[config.mk]
export PLATFORM = sky130hd
export DESIGN_NAME = baro_altitude_ema
export DESIGN_NICKNAME = d
export VERILOG_FILES = /design/src/sv/bae_pkg.sv /design/src/sv/bae_mul.sv /design/src/sv/bae_log_tab.sv /design/src/sv/baro_altitude_ema.sv
export SDC_FILE = /design/constraint.sdc
export NUM_CORES = 2
export LEC_CHECK = 0
export ABC_CLOCK_PERIOD_IN_PS = 26200
export BUFFER_PORTS_ARGS = -buffer_cell sky130_fd_sc_hd__buf_2
export CAP_MARGIN = 10
export CORE_MARGIN = 2
export CORE_UTILIZATION = 41
export DETAILED_ROUTE_END_ITERATION = 6
export GPL_TIMING_DRIVEN = 0
export SLEW_MARGIN = 40
export SYNTH_ARGS = -nofsm -noshare
export SYNTH_HDL_FRONTEND = slang
export SYNTH_HIERARCHICAL = 1
export SYNTH_SLANG_ARGS = --single-unit
[constraint.sdc]
create_clock -name clk -period 26.2 [get_ports clk]
set_input_delay 1.31 -clock clk [delete_from_list [all_inputs] [get_ports clk]]
set_output_delay 1.31 -clock clk [all_outputs]
set_load 0.02 [all_outputs]
[src/sv/bae_pkg.sv]
// ----------------------------------------------------------------------------
// bae_pkg
// Shared widths, codes and the log2 table function of the barometric
// altitude filter.
// ----------------------------------------------------------------------------
package bae_pkg;

	localparam int PRESSURE_FRAC_BITS_DEF = 8;
	localparam int LN_TABLE_DEPTH_DEF     = 64;

	localparam int PRESSURE_W = 17;
	localparam int GAIN_W     = 16;
	localparam int TEMP_W     = 15;
	localparam int SCALE_W    = 32;
	localparam int ALT_W      = 32;
	localparam int STATUS_W   = 2;
	localparam int CFG_IDX_W  = 2;
	localparam int CFG_DATA_W = 32;

	localparam int FRAC_W    = 30;
	localparam int TAB_W     = 31;
	localparam int MUL_W     = 34;
	localparam int PROD_W    = 2 * MUL_W;
	localparam int ACC_W     = 96;
	localparam int LOG_W     = 37;
	localparam int DMAG_W    = 36;
	localparam int LM_W      = 36;
	localparam int PM_W      = 46;
	localparam int LIMB_W    = 32;
	localparam int ALT_SHIFT = 50;
	localparam int MAG_W     = ACC_W - ALT_SHIFT;

	localparam int LN2_Q26   = 46516320;
	localparam int LN2_SHIFT = 26;
	localparam int LN_ROUND  = (1 << LN2_SHIFT) - 1;
	localparam int EMA_ROUND = 32768;
	localparam int GAIN_ONE  = 65536;

	localparam logic [63:0] ONE_Q30 = 64'd1 << FRAC_W;

	localparam logic [STATUS_W-1:0] STATUS_OK    = 2'd0;
	localparam logic [STATUS_W-1:0] STATUS_SAT   = 2'd1;
	localparam logic [STATUS_W-1:0] STATUS_NOSET = 2'd2;

	localparam logic [CFG_IDX_W-1:0] CFG_GAIN   = 2'd0;
	localparam logic [CFG_IDX_W-1:0] CFG_GROUND = 2'd1;
	localparam logic [CFG_IDX_W-1:0] CFG_TEMP   = 2'd2;
	localparam logic [CFG_IDX_W-1:0] CFG_SCALE  = 2'd3;

	typedef struct packed {
		logic [MUL_W-1:0] a;
		logic [MUL_W-1:0] b;
	} mul_op_t;

	// log2 of a q30 value in [1,2), one result bit per squaring
	function automatic logic [TAB_W-1:0] bit_log2(input logic [63:0] y_in);
		logic [63:0] y;
		logic [TAB_W-1:0] r;
		y = y_in;
		r = '0;
		for (int k = 0; k < FRAC_W; k++) begin
			y = (y * y) >> FRAC_W;
			r = r << 1;
			if (y >= (ONE_Q30 << 1)) begin
				y = y >> 1;
				r[0] = 1'b1;
			end
		end
		return r;
	endfunction

endpackage

[src/sv/bae_mul.sv]
// ----------------------------------------------------------------------------
// bae_mul
// Shared unsigned multiplier with a registered product.
// ----------------------------------------------------------------------------
module bae_mul
	import bae_pkg::*;
(
	input  logic              clk,
	input  mul_op_t           op,
	output logic [PROD_W-1:0] p_q
);

	always_ff @(posedge clk) begin
		p_q <= {{MUL_W{1'b0}}, op.a} * {{MUL_W{1'b0}}, op.b};
	end

endmodule

[src/sv/bae_log_tab.sv]
// ----------------------------------------------------------------------------
// bae_log_tab
// Constant table of log2 over the mantissa segments, q30, with the end
// point 1.0 after the last segment.
// ----------------------------------------------------------------------------
module bae_log_tab
	import bae_pkg::*;
#(
	parameter int LN_TABLE_DEPTH = LN_TABLE_DEPTH_DEF,
	parameter int ADDR_W         = $clog2(LN_TABLE_DEPTH + 1)
) (
	input  logic [ADDR_W-1:0] addr,
	output logic [TAB_W-1:0]  data
);

	localparam int ROWS = 1 << ADDR_W;

	logic [TAB_W-1:0] rom [ROWS];

	for (genvar i = 0; i < ROWS; i++) begin : g_row
		localparam logic [63:0] Y = ONE_Q30 + ((64'(i) << FRAC_W) / LN_TABLE_DEPTH);
		if (i < LN_TABLE_DEPTH) begin : g_seg
			assign rom[i] = bit_log2(Y);
		end else begin : g_end
			assign rom[i] = TAB_W'(ONE_Q30);
		end
	end

	assign data = rom[addr];

endmodule

[src/sv/baro_altitude_ema.sv]
// ----------------------------------------------------------------------------
// baro_altitude_ema
// Barometric altitude with an exponential moving average of the pressure.
// ----------------------------------------------------------------------------
// raw_pressure requests enter on sample_valid / sample_stall, results leave
// on result_valid / result_stall; a request moves when valid is high and
// stall is low. cfg_we writes register cfg_index with cfg_data.
// A zero sample is taken and dropped; the block is ready again next cycle.
// A nonzero sample holds sample_stall high while a small sequencer drives
// one shared multiplier, a binary-search normalizer and the log2 table
// through the two log2 evaluations and the multi-limb products.
// With ground pressure zero the log2 steps are skipped and the result
// gives altitude 0, status 2. A result stalled downstream holds in the
// output register; the next sample is still taken and waits at the end
// of its run for the slot. Reset clears the filter (first sample seeds it)
// and loads register defaults.
// ----------------------------------------------------------------------------
module baro_altitude_ema
	import bae_pkg::*;
#(
	parameter int PRESSURE_FRAC_BITS = PRESSURE_FRAC_BITS_DEF,
	parameter int LN_TABLE_DEPTH     = LN_TABLE_DEPTH_DEF
) (
	input  logic                    clk,
	input  logic                    arst_n,
	input  logic                    cfg_we,
	input  logic [CFG_IDX_W-1:0]    cfg_index,
	input  logic [CFG_DATA_W-1:0]   cfg_data,
	input  logic                    sample_valid,
	output logic                    sample_stall,
	input  logic [PRESSURE_W-1:0]   raw_pressure,
	output logic                    result_valid,
	input  logic                    result_stall,
	output logic [PRESSURE_W-1:0]   smoothed_pressure,
	output logic signed [ALT_W-1:0] altitude,
	output logic [STATUS_W-1:0]     status
);

	localparam int XW      = PRESSURE_W + PRESSURE_FRAC_BITS;
	localparam int NSTEP   = $clog2(XW);
	localparam int STEP_W  = $clog2(NSTEP);
	localparam int ADDR_W  = $clog2(LN_TABLE_DEPTH + 1);

	localparam int ST_W = 5;
	localparam logic [ST_W-1:0] ST_IDLE = 5'd0;
	localparam logic [ST_W-1:0] ST_EMA1 = 5'd1;
	localparam logic [ST_W-1:0] ST_EMA2 = 5'd2;
	localparam logic [ST_W-1:0] ST_EMA3 = 5'd3;
	localparam logic [ST_W-1:0] ST_NORM = 5'd4;
	localparam logic [ST_W-1:0] ST_POS  = 5'd5;
	localparam logic [ST_W-1:0] ST_IDX  = 5'd6;
	localparam logic [ST_W-1:0] ST_LO   = 5'd7;
	localparam logic [ST_W-1:0] ST_HI   = 5'd8;
	localparam logic [ST_W-1:0] ST_INT  = 5'd9;
	localparam logic [ST_W-1:0] ST_LOG  = 5'd10;
	localparam logic [ST_W-1:0] ST_LN1  = 5'd11;
	localparam logic [ST_W-1:0] ST_LN2  = 5'd12;
	localparam logic [ST_W-1:0] ST_LN3  = 5'd13;
	localparam logic [ST_W-1:0] ST_KT   = 5'd14;
	localparam logic [ST_W-1:0] ST_P0   = 5'd15;
	localparam logic [ST_W-1:0] ST_P1   = 5'd16;
	localparam logic [ST_W-1:0] ST_P2   = 5'd17;
	localparam logic [ST_W-1:0] ST_P3   = 5'd18;
	localparam logic [ST_W-1:0] ST_P4   = 5'd19;
	localparam logic [ST_W-1:0] ST_FIN  = 5'd20;
	localparam logic [ST_W-1:0] ST_OUT  = 5'd21;

	// control
	logic [ST_W-1:0]       state_q;
	logic [STEP_W-1:0]     step_q;
	logic                  side_q;
	logic                  result_valid_q;
	logic [GAIN_W-1:0]     gain_q;
	logic [PRESSURE_W-1:0] ground_q;
	logic [TEMP_W-1:0]     temp_q;
	logic [SCALE_W-1:0]    scale_q;
	logic [XW-1:0]         filt_q;

	// datapath
	logic [PRESSURE_W-1:0] samp_q;
	logic [ACC_W-1:0]      acc_q;
	logic [XW-1:0]         x_q;
	logic [NSTEP-1:0]      lz_q;
	logic [ADDR_W-1:0]     idx_q;
	logic [FRAC_W-1:0]     rem_q;
	logic [TAB_W-1:0]      lo_q;
	logic [TAB_W-1:0]      diff_q;
	logic [LOG_W-1:0]      loga_q;
	logic                  dneg_q;
	logic [DMAG_W-1:0]     dmag_q;
	logic [LM_W-1:0]       lm_q;
	logic [PM_W-1:0]       pm_q;
	logic [ALT_W-1:0]      alt_r_q;
	logic [STATUS_W-1:0]   st_r_q;
	logic [PRESSURE_W-1:0] smoothed_q;
	logic [ALT_W-1:0]      altitude_q;
	logic [STATUS_W-1:0]   status_q;

	mul_op_t             mul_op;
	logic [PROD_W-1:0]   p_q;
	logic [ADDR_W-1:0]   tab_addr;
	logic [TAB_W-1:0]    tab_data;

	logic                  accept;
	logic                  out_free;
	logic [ACC_W-1:0]      ema_sum;
	logic [XW-1:0]         ema_new;
	logic [NSTEP-1:0]      shamt;
	logic [NSTEP:0]        keep_bits;
	logic                  top_zero;
	logic [XW+FRAC_W-1:0]  x_ext;
	logic [FRAC_W-1:0]     frac;
	logic [ADDR_W-1:0]     idx_raw;
	logic [NSTEP-1:0]      expo;
	logic [LOG_W-1:0]      log_now;
	logic signed [LOG_W:0] d_diff;
	logic signed [LOG_W:0] d_abs;
	logic [ACC_W-1:0]      ln_prod;
	logic [ACC_W-1:0]      ln_adj;
	logic [SCALE_W-1:0]    kmag;
	logic [TEMP_W-1:0]     tmag;
	logic [MAG_W-1:0]      mag;
	logic                  neg_eff;
	logic [ALT_W-1:0]      alt_fin;
	logic [STATUS_W-1:0]   st_fin;
	logic [PRESSURE_W-1:0] gain_rest;

	assign sample_stall = (state_q != ST_IDLE);
	assign accept       = sample_valid && !sample_stall;
	assign out_free     = !result_valid_q || !result_stall;

	assign result_valid      = result_valid_q;
	assign smoothed_pressure = smoothed_q;
	assign altitude          = altitude_q;
	assign status            = status_q;

	// filter update
	assign ema_sum = acc_q + (ACC_W'(p_q) << PRESSURE_FRAC_BITS) + ACC_W'(EMA_ROUND);
	assign ema_new = (filt_q == '0) ? XW'({samp_q, {PRESSURE_FRAC_BITS{1'b0}}})
	                                : ema_sum[GAIN_W +: XW];
	assign gain_rest = PRESSURE_W'(GAIN_ONE) - PRESSURE_W'(gain_q);

	// normalizer step
	assign shamt     = NSTEP'(1) << step_q;
	assign keep_bits = (NSTEP+1)'(XW) - (NSTEP+1)'(shamt);
	assign top_zero  = ((x_q >> keep_bits) == '0);

	// mantissa and log2
	assign x_ext   = {x_q, {FRAC_W{1'b0}}};
	assign frac    = x_ext[XW+FRAC_W-2 -: FRAC_W];
	assign idx_raw = p_q[FRAC_W +: ADDR_W];
	assign expo    = NSTEP'(XW - 1) - lz_q;
	assign log_now = (LOG_W'(expo) << FRAC_W) + LOG_W'(lo_q) + LOG_W'(p_q >> FRAC_W);
	assign d_diff  = $signed({1'b0, loga_q}) - $signed({1'b0, log_now});
	assign d_abs   = d_diff[LOG_W] ? -d_diff : d_diff;

	// ln scaling, floor for negative values
	assign ln_prod = acc_q + (ACC_W'(p_q) << LIMB_W);
	assign ln_adj  = ln_prod + (dneg_q ? ACC_W'(LN_ROUND) : '0);

	assign kmag = scale_q[SCALE_W-1] ? -scale_q : scale_q;
	assign tmag = temp_q[TEMP_W-1] ? -temp_q : temp_q;

	// saturation
	assign mag     = acc_q[ACC_W-1:ALT_SHIFT];
	assign neg_eff = (scale_q[SCALE_W-1] ^ temp_q[TEMP_W-1] ^ dneg_q)
	                 && (pm_q != '0) && (lm_q != '0);

	always_comb begin
		alt_fin = mag[ALT_W-1:0];
		st_fin  = STATUS_OK;
		if (neg_eff) begin
			if (mag > MAG_W'(33'h1_0000_0000 >> 1)) begin
				alt_fin = {1'b1, {(ALT_W-1){1'b0}}};
				st_fin  = STATUS_SAT;
			end else begin
				alt_fin = -mag[ALT_W-1:0];
			end
		end else if (mag > MAG_W'({1'b0, {(ALT_W-1){1'b1}}})) begin
			alt_fin = {1'b0, {(ALT_W-1){1'b1}}};
			st_fin  = STATUS_SAT;
		end
	end

	// shared multiplier operands
	always_comb begin
		mul_op = '0;
		case (state_q)
			ST_EMA1: begin
				mul_op.a = MUL_W'(filt_q);
				mul_op.b = MUL_W'(gain_q);
			end
			ST_EMA2: begin
				mul_op.a = MUL_W'(gain_rest);
				mul_op.b = MUL_W'(samp_q);
			end
			ST_POS: begin
				mul_op.a = MUL_W'(frac);
				mul_op.b = MUL_W'(LN_TABLE_DEPTH);
			end
			ST_INT: begin
				mul_op.a = MUL_W'(diff_q);
				mul_op.b = MUL_W'(rem_q);
			end
			ST_LN1: begin
				mul_op.a = MUL_W'(dmag_q[LIMB_W-1:0]);
				mul_op.b = MUL_W'(LN2_Q26);
			end
			ST_LN2: begin
				mul_op.a = MUL_W'(dmag_q[DMAG_W-1:LIMB_W]);
				mul_op.b = MUL_W'(LN2_Q26);
			end
			ST_LN3: begin
				mul_op.a = MUL_W'(kmag);
				mul_op.b = MUL_W'(tmag);
			end
			ST_P0: begin
				mul_op.a = MUL_W'(pm_q[LIMB_W-1:0]);
				mul_op.b = MUL_W'(lm_q[LIMB_W-1:0]);
			end
			ST_P1: begin
				mul_op.a = MUL_W'(pm_q[LIMB_W-1:0]);
				mul_op.b = MUL_W'(lm_q[LM_W-1:LIMB_W]);
			end
			ST_P2: begin
				mul_op.a = MUL_W'(pm_q[PM_W-1:LIMB_W]);
				mul_op.b = MUL_W'(lm_q[LIMB_W-1:0]);
			end
			ST_P3: begin
				mul_op.a = MUL_W'(pm_q[PM_W-1:LIMB_W]);
				mul_op.b = MUL_W'(lm_q[LM_W-1:LIMB_W]);
			end
			default: mul_op = '0;
		endcase
	end

	assign tab_addr = (state_q == ST_HI) ? idx_q + ADDR_W'(1) : idx_q;

	bae_mul u_mul (
		.clk (clk),
		.op  (mul_op),
		.p_q (p_q)
	);

	bae_log_tab #(
		.LN_TABLE_DEPTH (LN_TABLE_DEPTH),
		.ADDR_W         (ADDR_W)
	) u_tab (
		.addr (tab_addr),
		.data (tab_data)
	);

	// sequencer, registers and filter state
	always_ff @(posedge clk or negedge arst_n) begin
		if (!arst_n) begin
			state_q        <= ST_IDLE;
			step_q         <= '0;
			side_q         <= 1'b0;
			result_valid_q <= 1'b0;
			gain_q         <= GAIN_W'(58982);
			ground_q       <= '0;
			temp_q         <= TEMP_W'(2000);
			scale_q        <= SCALE_W'(-30);
			filt_q         <= '0;
		end else begin
			if (cfg_we) begin
				case (cfg_index)
					CFG_GAIN:   gain_q   <= cfg_data[GAIN_W-1:0];
					CFG_GROUND: ground_q <= cfg_data[PRESSURE_W-1:0];
					CFG_TEMP:   temp_q   <= cfg_data[TEMP_W-1:0];
					CFG_SCALE:  scale_q  <= cfg_data[SCALE_W-1:0];
					default:    ;
				endcase
			end
			if (state_q == ST_OUT && out_free) begin
				result_valid_q <= 1'b1;
			end else if (!result_stall) begin
				result_valid_q <= 1'b0;
			end
			case (state_q)
				ST_IDLE: begin
					if (accept && raw_pressure != '0) begin
						state_q <= ST_EMA1;
					end
				end
				ST_EMA1: state_q <= ST_EMA2;
				ST_EMA2: state_q <= ST_EMA3;
				ST_EMA3: begin
					filt_q <= ema_new;
					side_q <= 1'b0;
					step_q <= STEP_W'(NSTEP - 1);
					state_q <= (ground_q == '0) ? ST_OUT : ST_NORM;
				end
				ST_NORM: begin
					if (step_q == '0) begin
						state_q <= ST_POS;
					end else begin
						step_q <= step_q - STEP_W'(1);
					end
				end
				ST_POS: state_q <= ST_IDX;
				ST_IDX: state_q <= ST_LO;
				ST_LO:  state_q <= ST_HI;
				ST_HI:  state_q <= ST_INT;
				ST_INT: state_q <= ST_LOG;
				ST_LOG: begin
					if (!side_q) begin
						side_q  <= 1'b1;
						step_q  <= STEP_W'(NSTEP - 1);
						state_q <= ST_NORM;
					end else begin
						state_q <= ST_LN1;
					end
				end
				ST_LN1: state_q <= ST_LN2;
				ST_LN2: state_q <= ST_LN3;
				ST_LN3: state_q <= ST_KT;
				ST_KT:  state_q <= ST_P0;
				ST_P0:  state_q <= ST_P1;
				ST_P1:  state_q <= ST_P2;
				ST_P2:  state_q <= ST_P3;
				ST_P3:  state_q <= ST_P4;
				ST_P4:  state_q <= ST_FIN;
				ST_FIN: state_q <= ST_OUT;
				ST_OUT: begin
					if (out_free) begin
						state_q <= ST_IDLE;
					end
				end
				default: state_q <= ST_IDLE;
			endcase
		end
	end

	always_ff @(posedge clk) begin
		case (state_q)
			ST_IDLE: begin
				if (accept) begin
					samp_q <= raw_pressure;
				end
			end
			ST_EMA2: acc_q <= ACC_W'(p_q);
			ST_EMA3: begin
				x_q     <= ema_new;
				lz_q    <= '0;
				alt_r_q <= '0;
				st_r_q  <= STATUS_NOSET;
			end
			ST_NORM: begin
				if (top_zero) begin
					x_q  <= x_q << shamt;
					lz_q <= lz_q + shamt;
				end
			end
			ST_IDX: begin
				idx_q <= (idx_raw >= ADDR_W'(LN_TABLE_DEPTH)) ?
				         ADDR_W'(LN_TABLE_DEPTH - 1) : idx_raw;
				rem_q <= p_q[FRAC_W-1:0];
			end
			ST_LO: lo_q <= tab_data;
			ST_HI: diff_q <= tab_data - lo_q;
			ST_LOG: begin
				if (!side_q) begin
					loga_q <= log_now;
					x_q    <= XW'({ground_q, {PRESSURE_FRAC_BITS{1'b0}}});
					lz_q   <= '0;
				end else begin
					dneg_q <= d_diff[LOG_W];
					dmag_q <= DMAG_W'(d_abs);
				end
			end
			ST_LN2: acc_q <= ACC_W'(p_q);
			ST_LN3: lm_q <= LM_W'(ln_adj >> LN2_SHIFT);
			ST_KT:  pm_q <= PM_W'(p_q);
			ST_P1:  acc_q <= ACC_W'(p_q);
			ST_P2:  acc_q <= acc_q + (ACC_W'(p_q) << LIMB_W);
			ST_P3:  acc_q <= acc_q + (ACC_W'(p_q) << LIMB_W);
			ST_P4:  acc_q <= acc_q + (ACC_W'(p_q) << (2 * LIMB_W));
			ST_FIN: begin
				alt_r_q <= alt_fin;
				st_r_q  <= st_fin;
			end
			ST_OUT: begin
				if (out_free) begin
					smoothed_q <= filt_q[XW-1:PRESSURE_FRAC_BITS];
					altitude_q <= alt_r_q;
					status_q   <= st_r_q;
				end
			end
			default: ;
		endcase
	end

endmodule

==> Word level (Yosys, flattened, before mapping) <==
Memories as Yosys holds them, arrays and structs flattened.
Index checks and enable logic that the tools add are counted.
{ "word_totals": {"mem_count": 1, "output_inout_bits": 53, "elab_cells": 163, "register_bits": 664, "in_bits": 56, "rom_bits": 3968} }
{ "classes": {"order_cmp": 4, "n_mul": 1, "shift": 3, "bitwise_logic": 4, "mux": 36, "eq_ne": 31, "n_reduce_logical": 36, "addsub": 19} }
{ "memory_table": {"columns": ["memory", "words", "width", "read_ports", "rd_clocked_by_memory_dff", "wr", "line_no", "rtl"], "rows": [
  ["(no name shown)", 128, 31, 1, 0, 0, "bae_log_tab.sv:29", "assign data = rom[addr];"]
]} }
{ "ops": {"columns": ["operator", "n"], "rows": [
  ["66-bit case mux with 11 select lines", 1],
  ["96-bit case mux with 3 select lines", 1],
  ["96-bit adder", 2],
  ["32-bit two-way mux", 4],
  ["5-bit case mux with 22 select lines", 1],
  ["25-bit two-way mux", 3],
  ["25-bit case mux with 3 select lines", 1],
  ["32-bit by 34-bit multiplier with 66-bit output", 1],
  ["32-bit negation", 2],
  ["32-bit case mux with 2 select lines", 1],
  ["62-bit by 26-bit adder with 62-bit output", 1],
  ["31-bit two-way mux", 2],
  ["25-bit zero test", 2],
  ["46-bit by 31-bit greater-than comparator with 1-bit output (second input constant)", 1],
  ["46-bit by 32-bit greater-than comparator with 1-bit output (second input constant)", 1],
  ["46-bit nonzero test", 1],
  ["41-bit by 16-bit adder with 41-bit output (second input constant)", 1],
  ["41-bit adder", 1],
  ["5-bit by 4-bit == test with 1-bit output (second input constant)", 8],
  ["37-bit by 37-bit subtractor with 38-bit output", 1],
  ["36-bit by 36-bit adder with 37-bit output", 1],
  ["35-bit by 31-bit adder with 36-bit output", 1],
  ["36-bit two-way mux", 1],
  ["36-bit negation", 1],
  ["other kinds (52)", 94]
]} }

==> Logic depth before layout (Yosys ltp) <==
{ "depth": {"word_depth": 7, "ltp_mapped": 39, "ltp_nobuf": 37} }

==> Modules after synthesis <==
The synthesis kept the hierarchy.
{ "modules_own_cells": {"columns": ["mod", "area_per_inst_um2", "cells_per_inst", "instances", "seq_area_each_um2"], "rows": [
  ["baro_altitude_ema", 40403.8, 3961, 1, 17435.5],
  ["bae_mul", 38649.6, 4272, 1, 1361.3],
  ["bae_log_tab", 2880.3, 479, 1, 0.0]
]} }

==> Worst setup path before layout <==
No wires, ideal clock.
{ "synth_path": {"kind": "register to register", "from": "register scale_q[0]", "to": "register u_mul.p_q[62]", "t_required_ns": 26.128, "synth_period_minus_slack_ns": 9.837, "arrival_ns": 9.766, "path_buffers": 2, "stages_incl_launch_ff": 38, "path_slack_ns": 16.363, "setup_ns": 0.072, "cell_sequence": "dfrtp_1 inv_1 ha_1 nand2_1 or3_1 nand2b_1 nand2b_1 or4_1 or4_1 o31ai_1 xor2_1 o211ai_1 clkbuf_1 nand2_1 fa_1 inv_1 fa_1 fa_1 (+2 left out) inv_1 fa_1 fa_1 fa_1 inv_1 fa_1 inv_1 ha_1 clkbuf_1 nand4_1 nor4_1 o211ai_2 a31oi_1 o21ai_0 a211oi_1 nor2_1 o21ai_0 xor2_1"} }
{ "synth_rtl": {"columns": ["item", "line_no", "rtl"], "rows": [
  ["start, declared", "baro_altitude_ema.sv:76", "logic [SCALE_W-1:0] scale_q;"],
  ["start signal, assigned", "baro_altitude_ema.sv:263", "scale_q <= SCALE_W'(-30);"],
  ["start signal, assigned", "baro_altitude_ema.sv:271", "CFG_SCALE: scale_q <= cfg_data[SCALE_W-1:0];"],
  ["end signal, assigned", "bae_mul.sv:14", "p_q <= {{MUL_W{1'b0}}, op.a} * {{MUL_W{1'b0}}, op.b};"],
  ["end, declared", "bae_mul.sv:10", "output logic [PROD_W-1:0] p_q"]
]} }

==> reports/qor.txt <==
Clk_skew: 0.0461 ns
Die area: 0.203 mm2
Commonest non-fill, non-tap cells in the layout: inv_1, nand2_1, fa_1, ha_1, and2_1
Async S/R FF share, synth: 0.173
TritonCTS clock tree: yes
Gate Count Post-Synth: 8712
Nets@finish: 10.7k
Register area share after synthesis: 0.229
WHS: 0.415 ns
Most common cell after layout, fill and taps aside: inv_1
Total Wirelength: 344000 um
Area of the mapped netlist: 0.0819 mm2
Post-synth EDFFs: 483
Die Wd: 451 um
Final ANT Viol Nets: 0
CTS Buf Count: 74
Setup TNS: 0 ns
Grt met1 use: 0.460
R2R setup slack: 13.18 ns
# hold bufs at CTS: 0
DR vias: 69.9k
Seq cells post-synth: 666
Vias in the first global route: 68.0k
Final setup vio count: 0
Worst slew margin: 0.321
Slew Limit Fails: 0
Synth-to-layout area growth: 9.40%
Largest net degree at the start of global routing: 75
Die height: 451 um
Max Clock Freq: 76.8 MHz
Fin cells: 11.8k
# DRC: 17
Failing checks: DRC
Initial Util: 0.411
RSZ-0062 raised after global routing: no
Crit share post-route: 0.497
Cell mode on critical path: fa_1
Layout cells sized above 1: 0.0786
Global Route Usage Sum: 0.334
Drt via density: 5.95
Critical path capture point type: register
Crit Path Max Fanout: 10
IO Port Bufs: 108
WP data required: 26.74 ns
Gp weighted congestion: 1.06
Remaining Overflow, GRT: 0
Worst path slowest cell: clkbuf_1
Global-route wire length before repair: 490000 um
Row count: 164
CP max stage delay: 0.69 ns
Placed cells: 11.6k
Initial DRC count: 9425
I/O pin total: 109
Met2 Usage GRT: 0.480
CP Class: reg2reg
Worst Max-Slew Pin Slew: 1.02 ns
Post-CTS Resized: 0
Core ar.: 0.199 mm2
GRT busiest layer: met2
Synth warn: 6
Post-synthesis cell type count: 114
WP data arrival: 13.55 ns
Max-Cap Viols: 0
Clock latency on the worst-skew pair: 0.71 ns
CTS clock-pin slew for the worst setup and hold paths: 0.07 ns
Number of post-CTS setup repair buffers: 0
Fin crit period: 13.02 ns
Synth Flop Type: edfxtp_1
CTS Buffer Depth: 3
H-tree depth: 3
DRT Pass-1 Iters: 7
Detailed placement HPWL: 280000 um
Status: complete, but fails checks
GR Util met3: 0.0888
Avg Inst Size Synth: 9.40 um2
Initial antenna violation count: 35
Crit path launch type: register
Root buf cell: clkbuf_16
Hold/Removal Path Class: reg2reg
DR WL/cell: 29.2 um
Fin. Hold Viols: 0
Clock Sinks: 666
sequential cells by signal, indices dropped and copies added (netlist names), 32 cells and up:
register and cells:
altitude 32, lm_q 36, acc_q 96, alt_r_q 32, loga_q 37, u_mul/p_q 68
scale_q 32, dmag_q 36, pm_q 46
final timing paths:
path | cells past startpoint | endpoint | from
max in group asynchronous | 2 | scale_q[20]$_DFFE_PN1P_ | arst_n
setup / recovery | 34 | u_mul/p_q[66]$_DFF_P_ | state_q[0]$_DFFE_PN0P_
hold reg to reg | 0 | altitude[7]$_DFFE_PP_ | alt_r_q[7]$_SDFFCE_PN0P_
min in group asynchronous | 1 | result_valid$_DFFE_PN0P_ | arst_n
hold / removal | 0 | altitude[7]$_DFFE_PP_ | alt_r_q[7]$_SDFFCE_PN0P_
setup reg to reg | 34 | u_mul/p_q[66]$_DFF_P_ | state_q[0]$_DFFE_PN0P_
worst max-delay path: cells and delay by family, from the launching register on:
kind	cells	cell delay, ns
AOI/OAI and AO/OA	6	2.12
adders and majority gates	9	4.72
buffers and inverters	13	4.13
DFF	1	0.32
and+or+nand+nor	6	1.53
synthesized netlist by cell type, drive strengths merged, types with 48 or more instances:
library cell / instances / area (um2)
or3: 52 / 340
nor2b: 50 / 313
buf: 69 / 372
xnor2: 236 / 2070
inv: 1236 / 4640
nor4: 52 / 325
nor3: 102 / 548
fa: 1027 / 20600
o21bai: 52 / 394
edfxtp: 483 / 14500
a22oi: 48 / 360
nor2: 295 / 1120
ha: 624 / 7810
dfxtp: 68 / 1360
and3: 76 / 475
mux2: 82 / 923
nand2b: 72 / 450
a21oi: 380 / 1920
o21ai: 330 / 1660
nand2: 1069 / 4020
dfrtp: 72 / 1800
a31oi: 69 / 453
nand4: 69 / 432
a21o: 153 / 1150
o211ai: 57 / 433
xor2: 165 / 1450
mux2i: 56 / 561
and2: 540 / 3380
clkbuf: 380 / 1430
nand3: 100 / 500
metrics by stage:
step / utilization / instance area (um2) / worst slack, ns
after global routing: 0.449 / 89600 / 12.91
after CTS: 0.449 / 89500 / 13.46
final: 0.450 / 89600 / 13.18
after global placement: 0.431 / 85900 / 11.71
after floorplan: - / 82000 / 16.36
after detailed placement: 0.437 / 87000 / 13.58
kinds of logic after synthesis:
family          synth area share
fa+ha+maj                  0.346
buf+inv                   0.0788
other cells            0.0000458
compound gates             0.126
simple gates               0.157
xor+xnor                  0.0430
flops                      0.229
mux                       0.0192
area by class of cell:
type	count	area, um2
fillers	19200	110000
multi-input cells	6385	57100
flip-flops and latches	666	18800
inverters	1240	4660
well taps	2656	3320
clock buffers	94	2010
plain buffers	449	1900
repair buffers	189	1270
clock inverters	44	459
diodes	32	80.1
routing by layer:
| layer | share of wire | vias up |
|---|---|---|
| met4 | 0.061 | 14 |
| li1 | - | 29700 |
| met5 | 0.00028 | - |
| met2 | 0.42 | 4156 |
| met1 | 0.40 | 35100 |
| met3 | 0.12 | 861 |
Power is left out: the tool's default activity adds up to more than one toggle a clock period on the data nets, which glitch-free logic cannot reach.
